[src/sv/stbs_pkg.sv]
package stbs_pkg;

	localparam int TABLE_DEPTH_DEF = 1024;
	localparam int INDEX_W         = 10;
	localparam int VALUE_W         = 32;
	localparam int COUNT_W         = 11;
	localparam int QUEUE_DEPTH     = 2;

	typedef enum logic {
		OP_WRITE  = 1'b0,
		OP_SEARCH = 1'b1
	} op_t;

	typedef struct packed {
		op_t                        op;
		logic [INDEX_W-1:0]         entry_index;
		logic signed [VALUE_W-1:0]  entry_value;
		logic signed [VALUE_W-1:0]  search_key;
	} in_item_t;

	typedef struct packed {
		logic                found;
		logic [INDEX_W-1:0]  match_index;
	} out_item_t;

	// one queued request: a table write or a search, value and key share data
	typedef struct packed {
		logic                       is_search;
		logic [INDEX_W-1:0]         index;
		logic signed [VALUE_W-1:0]  data;
	} queue_entry_t;

endpackage

[src/sv/stbs_front.sv]
module stbs_front #(
	parameter int TABLE_DEPTH = stbs_pkg::TABLE_DEPTH_DEF
) (
	input  logic                    item_valid,
	input  stbs_pkg::in_item_t      item,
	output logic                    item_stall,
	input  logic                    queue_full,
	output logic                    push,
	output stbs_pkg::queue_entry_t  push_entry
);

	logic is_search;
	logic in_range;

	assign is_search = (item.op == stbs_pkg::OP_SEARCH);
	// drop writes that land past the end of the table
	assign in_range  = (32'(item.entry_index) < 32'(TABLE_DEPTH));

	assign item_stall = queue_full;
	assign push       = item_valid && !queue_full && (is_search || in_range);

	always_comb begin
		push_entry.is_search = is_search;
		push_entry.index     = item.entry_index;
		push_entry.data      = is_search ? item.search_key : item.entry_value;
	end

endmodule

[config.mk]
export PLATFORM = sky130hd
export DESIGN_NAME = stbs_front
export DESIGN_NICKNAME = d
export VERILOG_FILES = /design/src/sv/stbs_pkg.sv /design/src/sv/stbs_front.sv
export SDC_FILE = /design/constraint.sdc
export NUM_CORES = 1
export LEC_CHECK = 0
export ABC_AREA = 1
export ABC_CLOCK_PERIOD_IN_PS = 800
export BUFFER_PORTS_ARGS = -buffer_cell sky130_fd_sc_hd__buf_2
export CAP_MARGIN = 30
export CORE_MARGIN = 8
export CORE_UTILIZATION = 26
export DETAILED_ROUTE_END_ITERATION = 10
export PLACE_DENSITY = 0.95
export SLEW_MARGIN = 20
export SYNTH_ARGS = -nofsm -noshare
export SYNTH_HDL_FRONTEND = slang
export SYNTH_SLANG_ARGS = --single-unit
[constraint.sdc]
create_clock -name vclk -period 0.8
set_clock_uncertainty 0.05 [all_clocks]
set_input_delay 0.08 -clock vclk [all_inputs]
set_output_delay 0.08 -clock vclk [all_outputs]
set_load 0.005 [all_outputs]
---- Word-level counts from Yosys, hierarchy flattened ----
Index checks and enable logic that the tools add are counted.
word-level totals
  register bits ........................... 0
cells by class
  reductions and logical operators ........ 2
  muxes and demuxes ....................... 1
operators with widths
  cell                count
  two-way mux 32 bit  1
  logical AND 1 bit   1
  zero test 1 bit     1

---- Logic depth before layout (Yosys ltp) ----
  depth after elaboration ................. 2
  gate-level depth with buffers ........... 5
  depth with buffers taken out ............ 3

---- Worst setup path before layout ----
OpenSTA, ideal clock, no wires.
  path type ............................... input -> output
  start point ............................. input item[74] in the netlist's numbering
  end point ............................... output push_entry[0] in the netlist's numbering
  setup slack ............................. 193 ps
  required time ........................... 670 ps
  stages on the path ...................... 5
  arrival time ............................ 477 ps
  path through ............................ buf_6 inv_8 buf_12 nand2_2 nand2_1
RTL lines
  what             RTL line         text
  start, declared  stbs_front.sv:5  input stbs_pkg::in_item_t item,
  end, declared    stbs_front.sv:9  output stbs_pkg::queue_entry_t push_entry

==> results.md <==
Routing:
- For this block, the via count after detailed routing is 945.
- The DRC violation count after routing is 0.
- The first detailed-routing pass took 2 iterations.
- The mean routed wirelength per cell is 11.7 um.
- The number of antenna-violating nets in the routed design is 0.
- The routed design has 2.72 mm of wire.
- Dividing the detail-routed via count by the number of cells gives 4.07.
- For this block, the initial DRC count from the detailed router was 37.

Setup path:
- The capture point of the critical path is push_entry[6].
- The family with the most delay on the worst path is buffers and inverters.
- On the critical path, the stage with the largest delay is an instance of buf_12.
- The critical path contains buffers and inverters numbering 3 combined.
- For the worst setup path, the data required time is 0.67 ns.
- In this run the worst setup path begins at item[74].
- In this design, the stage delay of the slowest critical-path cell is 0.15 ns.
- The worst-path maximum fanout is 17.
- The critical path depth is 5.
- The most used cell along the critical path is nand2_1.
- The kind of critical path is in2out.
- Traced cell by cell, the critical path runs through buf_6 > buf_12 > nand2_1 > nand2_1 > buf_2.
- The sort of element at the end of the critical path is a primary output.
- The nature of the critical path startpoint is an input port.
- At the worst endpoint, the arrival time is 0.62 ns.

Flow run:
- The tool flagged a number of max-cap violations equal to 0.

Timing:
- Setup violations remaining at the end of the flow were counted as 0.
- The worst path meets setup with 0.0526 ns of slack.
- The sum of negative setup slack is 0 ns.
- The worst slack on hold paths is 0.110 ns.
- The achievable frequency is 1340 MHz.
- The final worst-path cycle share is 0.934.
- For the pin with the worst max-slew slack, the measured transition is 0.126 ns.
- The final hold violation count was 0.
- Subtracting the final worst setup slack from the clock period gives 0.747 ns.
- Setup repair after global routing left no endpoint under its margin.
- The worst slew slack as a fraction of its limit is 0.916.
- The count of pins over their slew limit is 0.

Floorplan:
- For this design the top-level I/O count stands at 122.
- The vertical extent of the die is 63.6 um.
- The floorplan step defined a core boundary enclosing 0.00217 mm2.
- The floorplan has 17 rows.
- The die covers 0.00405 mm2.
- In this run the horizontal extent of the chip is 63.6 um.
- The effective utilization at floorplan is 0.272.

Yosys:
- Of the post-synthesis cell area, the dominant cell type holds 0.548.
- The count of synthesis-stage warnings from yosys is 0.
- The synthesized netlist contains 9 unique library cells.
- The mean cell area of the mapped netlist is 4.99 um2.
- The share of the Yosys chip area taken by registers is 0.
- By area the synthesized netlist is led by nand2_1 (55%), buf_4 (15%), nand2_2 (11%), clkbuf_8 (7.0%), buf_6 (5.7%).
- Synthesis produced 118 cells.
- In this run the cell area of the synthesized design comes to 589 um2.
- The biggest area contributor in the post-synthesis netlist is nand2_1.
- The post-synthesis net count is 195.

CTS:
- The number of buffers added for setup after CTS is 0.

Pwr:
- After layout, the design draws a total of 0.000532 W.
- VDD sags by at most 247 uV.
- For this design the ratio of total power to cell area is 528 mW/mm2.
- The standby leakage power is 0.734 nW.

Cells and area:
- The most common cell after layout, fill and taps aside is buf_2.
- The net count of the finished layout is 283.
- The design has 0 sequential cells.
- The number of inserted diodes is 0.
- Leaving out fill and tap cells, the most frequent cells in the layout are buf_2 (101), nand2_1 (86), nand2_2 (10).
- The number of inserted filler cells in the final layout is 230.
- Registers take 0 um2.
- Relative to the synthesized area, the layout overhead comes to 70.9%.
- In the final layout, the share of cells above drive strength 1 is 0.569.
- Clock buffers in the final layout number 0.

Outcome:
- The flow ran to the end, and the final reports show no timing, DRC or antenna violations.

GRT:
- The combined global-route utilization of all metal layers is 0.120.
- The first global-routing pass estimated 4.24 mm of wire.
- The number of global-route vias before repair was 928.
- The largest net degree at the start of global routing is 18.
- The number of antenna violations at the first check in global routing was 0.
- Global routing finished with a remaining overflow of 0.

Worst hold path:
- The path class of the tightest hold or removal check is in2out.

Place:
- Detailed placement ended at an HPWL of 2.25 mm.
- At the placement stage, the worst setup path has a slack of -0.0280 ns.
- The quantity of I/O buffers inserted on ports is 102.
- The routability congestion estimate from global placement is 0.787.
==> cells in the mapped netlist <==
master / n
nand2_2: 10
nand2_1: 86
clkbuf_8: 3
nor2_1: 1
buf_12: 1
inv_1: 1
buf_6: 3
inv_8: 1
buf_4: 12
==> per-layer routing <==
layer  global-route usage  vias up  wire length (um)
li1                     -      506                 -
met1                0.118      374              1040
met2                0.231       61              1360
met3               0.0512        4               306
met4               0.0139        0                12
met5                    0        -                 0
==> power by group <==
part	internal [W]	switching, W	leakage, nW	total (W)
clock network	0	0	0	0
logic	0.000288	0.000243	0.734	0.000532
registers	0	0	0	0
==> logic make-up after synthesis <==
family,synth area share
buffers and inverters,0.340
and+or+nand+nor,0.660
==> per-stage QoR <==
step           std cells   util  cell area, um2
2_1_floorplan        118      -             589
3_3_place_gp         231  0.456             990
3_5_place_dp         231  0.456             990
4_1_cts              232  0.461            1000
5_1_grt              232  0.464            1010
6_report             232  0.464            1010
==> worst min-delay path by stage <==
stage                     slack (ns)  startpoint              to  cells after the start
after floorplan                 0.14  queue_full            push                      1
after global placement          0.11    item[72]  push_entry[40]                      0
after detailed placement        0.11    item[72]  push_entry[40]                      0
after CTS                       0.11    item[72]  push_entry[40]                      0
after global routing            0.11    item[69]  push_entry[37]                      0
final                           0.11    item[68]  push_entry[36]                      0
==> cell type report <==
class	count	area, um2	share of cell area
Inverter	2	15.0	0.0149
Tap cell	28	35.0	0.0348
Timing Repair Buffer	104	557	0.553
Multi-Input combinational cell	97	389	0.386
Timing Repair inverter	1	11.3	0.0112
==> repair_timing <==
| action | 4_1_cts | 5_1_grt |
|---|---|---|
| setup endpoints to repair | 16 | 22 |
| resized for setup | 2 | 2 |
| hold buffers | 0 | 0 |
| gates cloned | 1 | 0 |
Power figures use the tool's default switching activity.
