===== config.mk =====
export PLATFORM = sky130hd
export DESIGN_NAME = stbs_queue
export DESIGN_NICKNAME = d
export VERILOG_FILES = /design/src/sv/stbs_pkg.sv /design/src/sv/stbs_queue.sv
export SDC_FILE = /design/constraint.sdc
export NUM_CORES = 1
export LEC_CHECK = 0
export ABC_AREA = 0
export BUFFER_PORTS_ARGS = -buffer_cell sky130_fd_sc_hd__buf_2
export CORE_MARGIN = 2
export CORE_UTILIZATION = 47
export CTS_BUF_LIST = sky130_fd_sc_hd__clkbuf_4 sky130_fd_sc_hd__clkbuf_8 sky130_fd_sc_hd__clkbuf_16
export DETAILED_ROUTE_END_ITERATION = 12
export HOLD_SLACK_MARGIN = 0.02
export PLACE_DENSITY_LB_ADDON = 0.15
export SYNTH_ARGS = -nofsm -noshare
export SYNTH_HDL_FRONTEND = slang
export SYNTH_SLANG_ARGS = --single-unit

===== constraint.sdc =====
create_clock -name clk -period 3.04 [get_ports clk]
set_clock_uncertainty 0.2 [all_clocks]
set_input_delay 0.304 -clock clk [delete_from_list [all_inputs] [get_ports clk]]
set_output_delay 0.304 -clock clk [all_outputs]
set_load 0.005 [all_outputs]

===== src/sv/stbs_pkg.sv =====
package stbs_pkg;

	localparam int TABLE_DEPTH_DEF = 1024;
	localparam int INDEX_W         = 10;
	localparam int VALUE_W         = 32;
	localparam int COUNT_W         = 11;
	localparam int QUEUE_DEPTH     = 2;

	typedef enum logic {
		OP_WRITE  = 1'b0,
		OP_SEARCH = 1'b1
	} op_t;

	typedef struct packed {
		op_t                        op;
		logic [INDEX_W-1:0]         entry_index;
		logic signed [VALUE_W-1:0]  entry_value;
		logic signed [VALUE_W-1:0]  search_key;
	} in_item_t;

	typedef struct packed {
		logic                found;
		logic [INDEX_W-1:0]  match_index;
	} out_item_t;

	// one queued request: a table write or a search, value and key share data
	typedef struct packed {
		logic                       is_search;
		logic [INDEX_W-1:0]         index;
		logic signed [VALUE_W-1:0]  data;
	} queue_entry_t;

endpackage


===== src/sv/stbs_queue.sv =====
module stbs_queue (
	input  logic                    clk,
	input  logic                    arst_n,
	input  logic                    push,
	input  stbs_pkg::queue_entry_t  push_entry,
	output logic                    full,
	input  logic                    pop,
	output logic                    head_valid,
	output stbs_pkg::queue_entry_t  head
);

	localparam int PW = $clog2(stbs_pkg::QUEUE_DEPTH);
	localparam int NW = $clog2(stbs_pkg::QUEUE_DEPTH + 1);

	stbs_pkg::queue_entry_t entries_q [stbs_pkg::QUEUE_DEPTH];
	logic [PW-1:0] wr_ptr_q;
	logic [PW-1:0] rd_ptr_q;
	logic [NW-1:0] fill_q;
	logic          do_push;
	logic          do_pop;

	assign full       = (fill_q == NW'(stbs_pkg::QUEUE_DEPTH));
	assign head_valid = (fill_q != '0);
	assign head       = entries_q[rd_ptr_q];
	assign do_push    = push && !full;
	assign do_pop     = pop && head_valid;

	always_ff @(posedge clk) begin
		if (do_push) begin
			entries_q[wr_ptr_q] <= push_entry;
		end
	end

	always_ff @(posedge clk or negedge arst_n) begin
		if (!arst_n) begin
			wr_ptr_q <= '0;
			rd_ptr_q <= '0;
			fill_q   <= '0;
		end else begin
			if (do_push) begin
				wr_ptr_q <= (wr_ptr_q == PW'(stbs_pkg::QUEUE_DEPTH - 1)) ? '0 : wr_ptr_q + 1'b1;
			end
			if (do_pop) begin
				rd_ptr_q <= (rd_ptr_q == PW'(stbs_pkg::QUEUE_DEPTH - 1)) ? '0 : rd_ptr_q + 1'b1;
			end
			priority if (do_push && !do_pop) begin
				fill_q <= fill_q + 1'b1;
			end else if (do_pop && !do_push) begin
				fill_q <= fill_q - 1'b1;
			end
		end
	end

endmodule


# Word level (Yosys, flattened, before mapping)
# Memory sizes are Yosys's and may differ from the RTL's.
# Cells that the tools add are included.
[totals]
mem_bits_rw = 86
memories = 1
register_bits = 4
out_inout_bits = 45
word_cells = 24
[mem_list]
columns = ["memory", "depth", "width", "rd", "rd_clocked_by_memory_dff", "write_ports", "line", "text"]
rows = [
  ["entries_q", 2, 43, 1, 0, 1, "stbs_queue.sv:15", "stbs_pkg::queue_entry_t entries_q [stbs_pkg::QUEUE_DEPTH];"],
]
[op_classes]
eq_ne = 1
reduce_logical = 9
n_mux = 6
n_addsub = 4
[op_table]
columns = ["operator", "n"]
rows = [
  ["$logic_and 1x1->1", 4],
  ["$mux 1", 4],
  ["$mux 2", 2],
  ["$reduce_bool 2->1", 2],
  ["$logic_not 1->1", 3],
  ["$add 1x1->1 const B", 2],
  ["$add 2x1->2 const B", 1],
  ["$eq 2x2->1 const B", 1],
  ["$sub 2x1->2 const B", 1],
]

# Depth between registers and ports, before layout
[logic_depth]
ltp_word = 7
ltp_mapped = 7
mapped_depth_nobuf = 7

# Worst setup path before layout
# No wires, ideal clock.
[synth_timing]
kind = "flip-flop to flip-flop"
startpoint = "register fill_q[0]"
endpoint = "memory entries_q[0][0] in the netlist's numbering, enable pin"
slack_ns = -0.035
t_required_ns = 2.397
setup_time_ns = 0.443
stages_incl_launch_ff = 4
n_path_buf = 0
synth_period_minus_slack_ns = 3.075
arrival_ns = 2.432
cell_sequence = "dfrtp_1 > nand2b_1 > nand2_1 > nor2_1"
[synth_via]
elab_chain_cells = 5
[synth_rtl]
columns = ["item", "line", "text"]
rows = [
  ["start: declaration", "stbs_queue.sv:18", "logic [NW-1:0] fill_q;"],
  ["start signal: assignment", "stbs_queue.sv:47", "fill_q <= fill_q + 1'b1;"],
  ["start signal: assignment", "stbs_queue.sv:49", "fill_q <= fill_q - 1'b1;"],
  ["$eq 2x2->1", "stbs_queue.sv:22", "assign full = (fill_q == NW'(stbs_pkg::QUEUE_DEPTH));"],
  ["$logic_not 1->1", "stbs_queue.sv:25", "assign do_push = push && !full;"],
  ["$logic_and 1x1->1", "stbs_queue.sv:25", ""],
  ["$mux 1", "stbs_queue.sv:29", "if (do_push) begin"],
  ["$mux 1 (implied by the code)", "stbs_queue.sv:30", "entries_q[wr_ptr_q] <= push_entry;"],
  ["end: declaration", "stbs_queue.sv:15", ""],
]
# No other way between the ends.

==> qor.txt <==
Status -> finished, final reports clean
Setup Slack @ Placement -> 1093 ps
Pwr per Cell Area -> 824.4 nW/µm²
R2r startpoint -> fill_q[0]
Asr flop ratio synth -> 4.444%
Core ar. -> 7253 µm²
Critical path launch point type -> flip-flop
Switching power share of the total -> 26.33%
Top sig layer -> met4
Crit path DAT -> 1720 ps
Fillers -> 518
Longest Clk Path Bufs -> 2
Post-synthesis instance area -> 3505 µm²
Die Span X -> 90.35 µm
Post-CTS Setup Bufs -> 0
Synth cell count leaders -> edfxtp_1, mux2_4, buf_12, dfrtp_1, mux2_2
Reg2reg path depth -> 4
Final setup margin -> 819.3 ps
WS Path Type -> flip-flop to output pin
Standard-cell rows -> 31
Cts bufs inserted -> 9
#FFs+latches synth -> 90
Layout Area Growth over Synthesis -> 34.45%
Remaining routing DRC violations -> 0
Max_cap viols -> 0
Die height -> 90.35 µm
CTS tree -> yes
Reg2reg end -> entries_q[0][8]
Design Area, Final -> 4712 µm²
Top cell type by total area after synthesis -> edfxtp_1
Die Area -> 8163 µm²
Metal3 WL -> 327 µm
Slew at the pin with the worst max-slew slack -> 551.9 ps
Gr usage total -> 13.80%
Max stage delay cell, worst path -> dfrtp_2
# port buffers -> 91
Psw -> 1.023 mW
Multi-input gate area -> 732.0 µm²
Worst Path Max Fanout -> 18
RSZ-0062 raised after global routing -> no
Sequential area share after synthesis -> 76.54%
Slowest stage delay, CP -> 520 ps
Static leakage -> 1.918 nW
Count leader, synth -> edfxtp_1
Final period util -> 73.05%
Peak supply drop -> 0.0004875 V
Final Core Density -> 64.96%
Syn Area/Cell -> 22.91 µm²
Clock root cell -> clkbuf_8
Clock Pin Slew Worst Setup and Hold Paths -> 80 ps
Worst hold slack -> 81.54 ps
Fin Setup TNS -> 0 ps
Critical Path RT -> 2540 ps
Io pins -> 92
CP endpoint kind -> output pin
Fin crit period -> 2221 ps
Via density -> 4.545
Iter 0 DRT Violations -> 55
Htree depth -> 3
Worst reg2reg setup slack -> 1110 ps
Vias in the first global route -> 1,814
Final Hold Fails -> 0
Crit-path cells -> buf_4, mux2_2, buf_2
DP Area -> 4065 µm²
Post-CTS Resized -> 0
Fmax -> 450.3 MHz
Top FF cell, synth -> edfxtp_1
Global-route wire length before repair -> 8.556 mm
Clock share of power -> 20.3%
Largest net degree at the start of global routing -> 24
DRT Wirelength -> 5.491 mm
Later-pin clock latency in the skew report -> 340 ps
Initial antenna violation count -> 0
Clock sinks -> 90
Setup violations, final -> 0
Synth top area share -> 73.69%
Via count -> 1,836
Syn_nets -> 201
1st-pass router iterations -> 4
Netlist cell types -> 16
Number of routed nets with antenna violations -> 0
Hold crit path type -> input pin to async pin
Routability Congestion -> 0.6531
Post-DR wirelength/cell -> 13.59 µm
Metal-1 WL -> 2.464 mm
Comb power frac -> 33.4%
Gr ovfl total -> 0
Final net count -> 348
Share of cells above drive strength 1 -> 52.13%
Register area -> 2684 µm²
Routed met2 length -> 2.624 mm
Top post-synthesis cells by area -> edfxtp_1, mux2_4, dfrtp_1
Slew margin rel. -> 63.21%
YS warnings -> 0
Max-slew violation count -> 0
Post-synth EDFFs -> 86
Internal power -> 2.862 mW
Initial Util -> 48.32%
Dpl hpwl -> 3.552 mm
Post-synthesis cell count -> 153
# diodes -> 0
Seq pwr share -> 46.3%
[area by class of cell]
type | instances | area share, %
Sequential cell | 90 | 56.96
Timing Repair Buffer | 141 | 20.55
Multi-Input combinational cell | 56 | 15.53
Clock buffer | 13 | 3.266
Tap cell | 99 | 2.629
Clock inverter | 3 | 0.9028
Inverter | 2 | 0.1593
[what timing repair did]
| item | CTS | global route |
|---|---|---|
| setup endpoints to repair | 0 | 0 |
| hold buffers | 45 | 0 |
| hold endpoints to repair | 91 | 0 |
[layout by cell type, fill, tap and decap left out, types with 3 or more instances in the layout]
cell and count:
mux2_2 4, buf_4 3, dlygate4sd3_1 45, clkbuf_4 4, buf_2 91, clkbuf_8 9, mux2_4 39, xnor2_1 3
dfrtp_1 3, edfxtp_1 86
[cell families after synthesis]
| family | after synthesis | synth area share (%) |
|---|---|---|
| XOR/XNOR | 5 | 1.250 |
| adder cells (fa/ha/maj) | 1 | 0.3570 |
| buffers and inverters | 7 | 2.821 |
| flip-flops | 90 | 76.54 |
| multiplexers | 43 | 17.99 |
| AND/OR/NAND/NOR | 7 | 1.036 |
[worst max-delay path by stage]
stage                                   to  slack [ps]  depth (start not counted)      start
after global placement    entries_q[0][22]        1120                          4  fill_q[0]
after floorplan            entries_q[0][0]         680                          3  fill_q[0]
final                             head[26]         820                          3   rd_ptr_q
after global routing              head[26]         720                          3   rd_ptr_q
after detailed placement  entries_q[0][32]        1090                          4  fill_q[0]
after CTS                         head[27]         770                          3   rd_ptr_q
[worst max-delay path, delay by kind of cell (launching register included)]
family,cells,cell delay [ps]
DFF,1,520
muxes,1,370
buffers and inverters,2,490
[through the flow]
step / power, mW / instances
finish: 3.884 / 404
global placement: 3.103 / 343
CTS: 3.946 / 404
floorplan: 2.748 / 153
global route: 4.098 / 404
detailed placement: 3.119 / 343
[power by group through the flow]
| stage | registers [mW] | clock network [mW] | logic [mW] |
|---|---|---|---|
| 6_report | 1.80 | 0.788 | 1.30 |
| 5_1_grt | 1.83 | 0.858 | 1.41 |
| 3_5_place_dp | 1.83 | 0 | 1.29 |
| 3_3_place_gp | 1.82 | 0 | 1.28 |
| 4_1_cts | 1.81 | 0.810 | 1.33 |
| 2_1_floorplan | 1.79 | 0 | 0.955 |
[state kept, by name, summed over array words and instances (netlist names)]
signal     cells
fill_q         2
rd_ptr_q       1
wr_ptr_q       1
entries_q     86
[metal layers]
layer  vias up  track usage, %
li1        888               -
met1       883           17.10
met2        58           22.24
met3         7           5.259
met4         0           5.000
met5         -               0
Power figures use the tool's default switching activity.
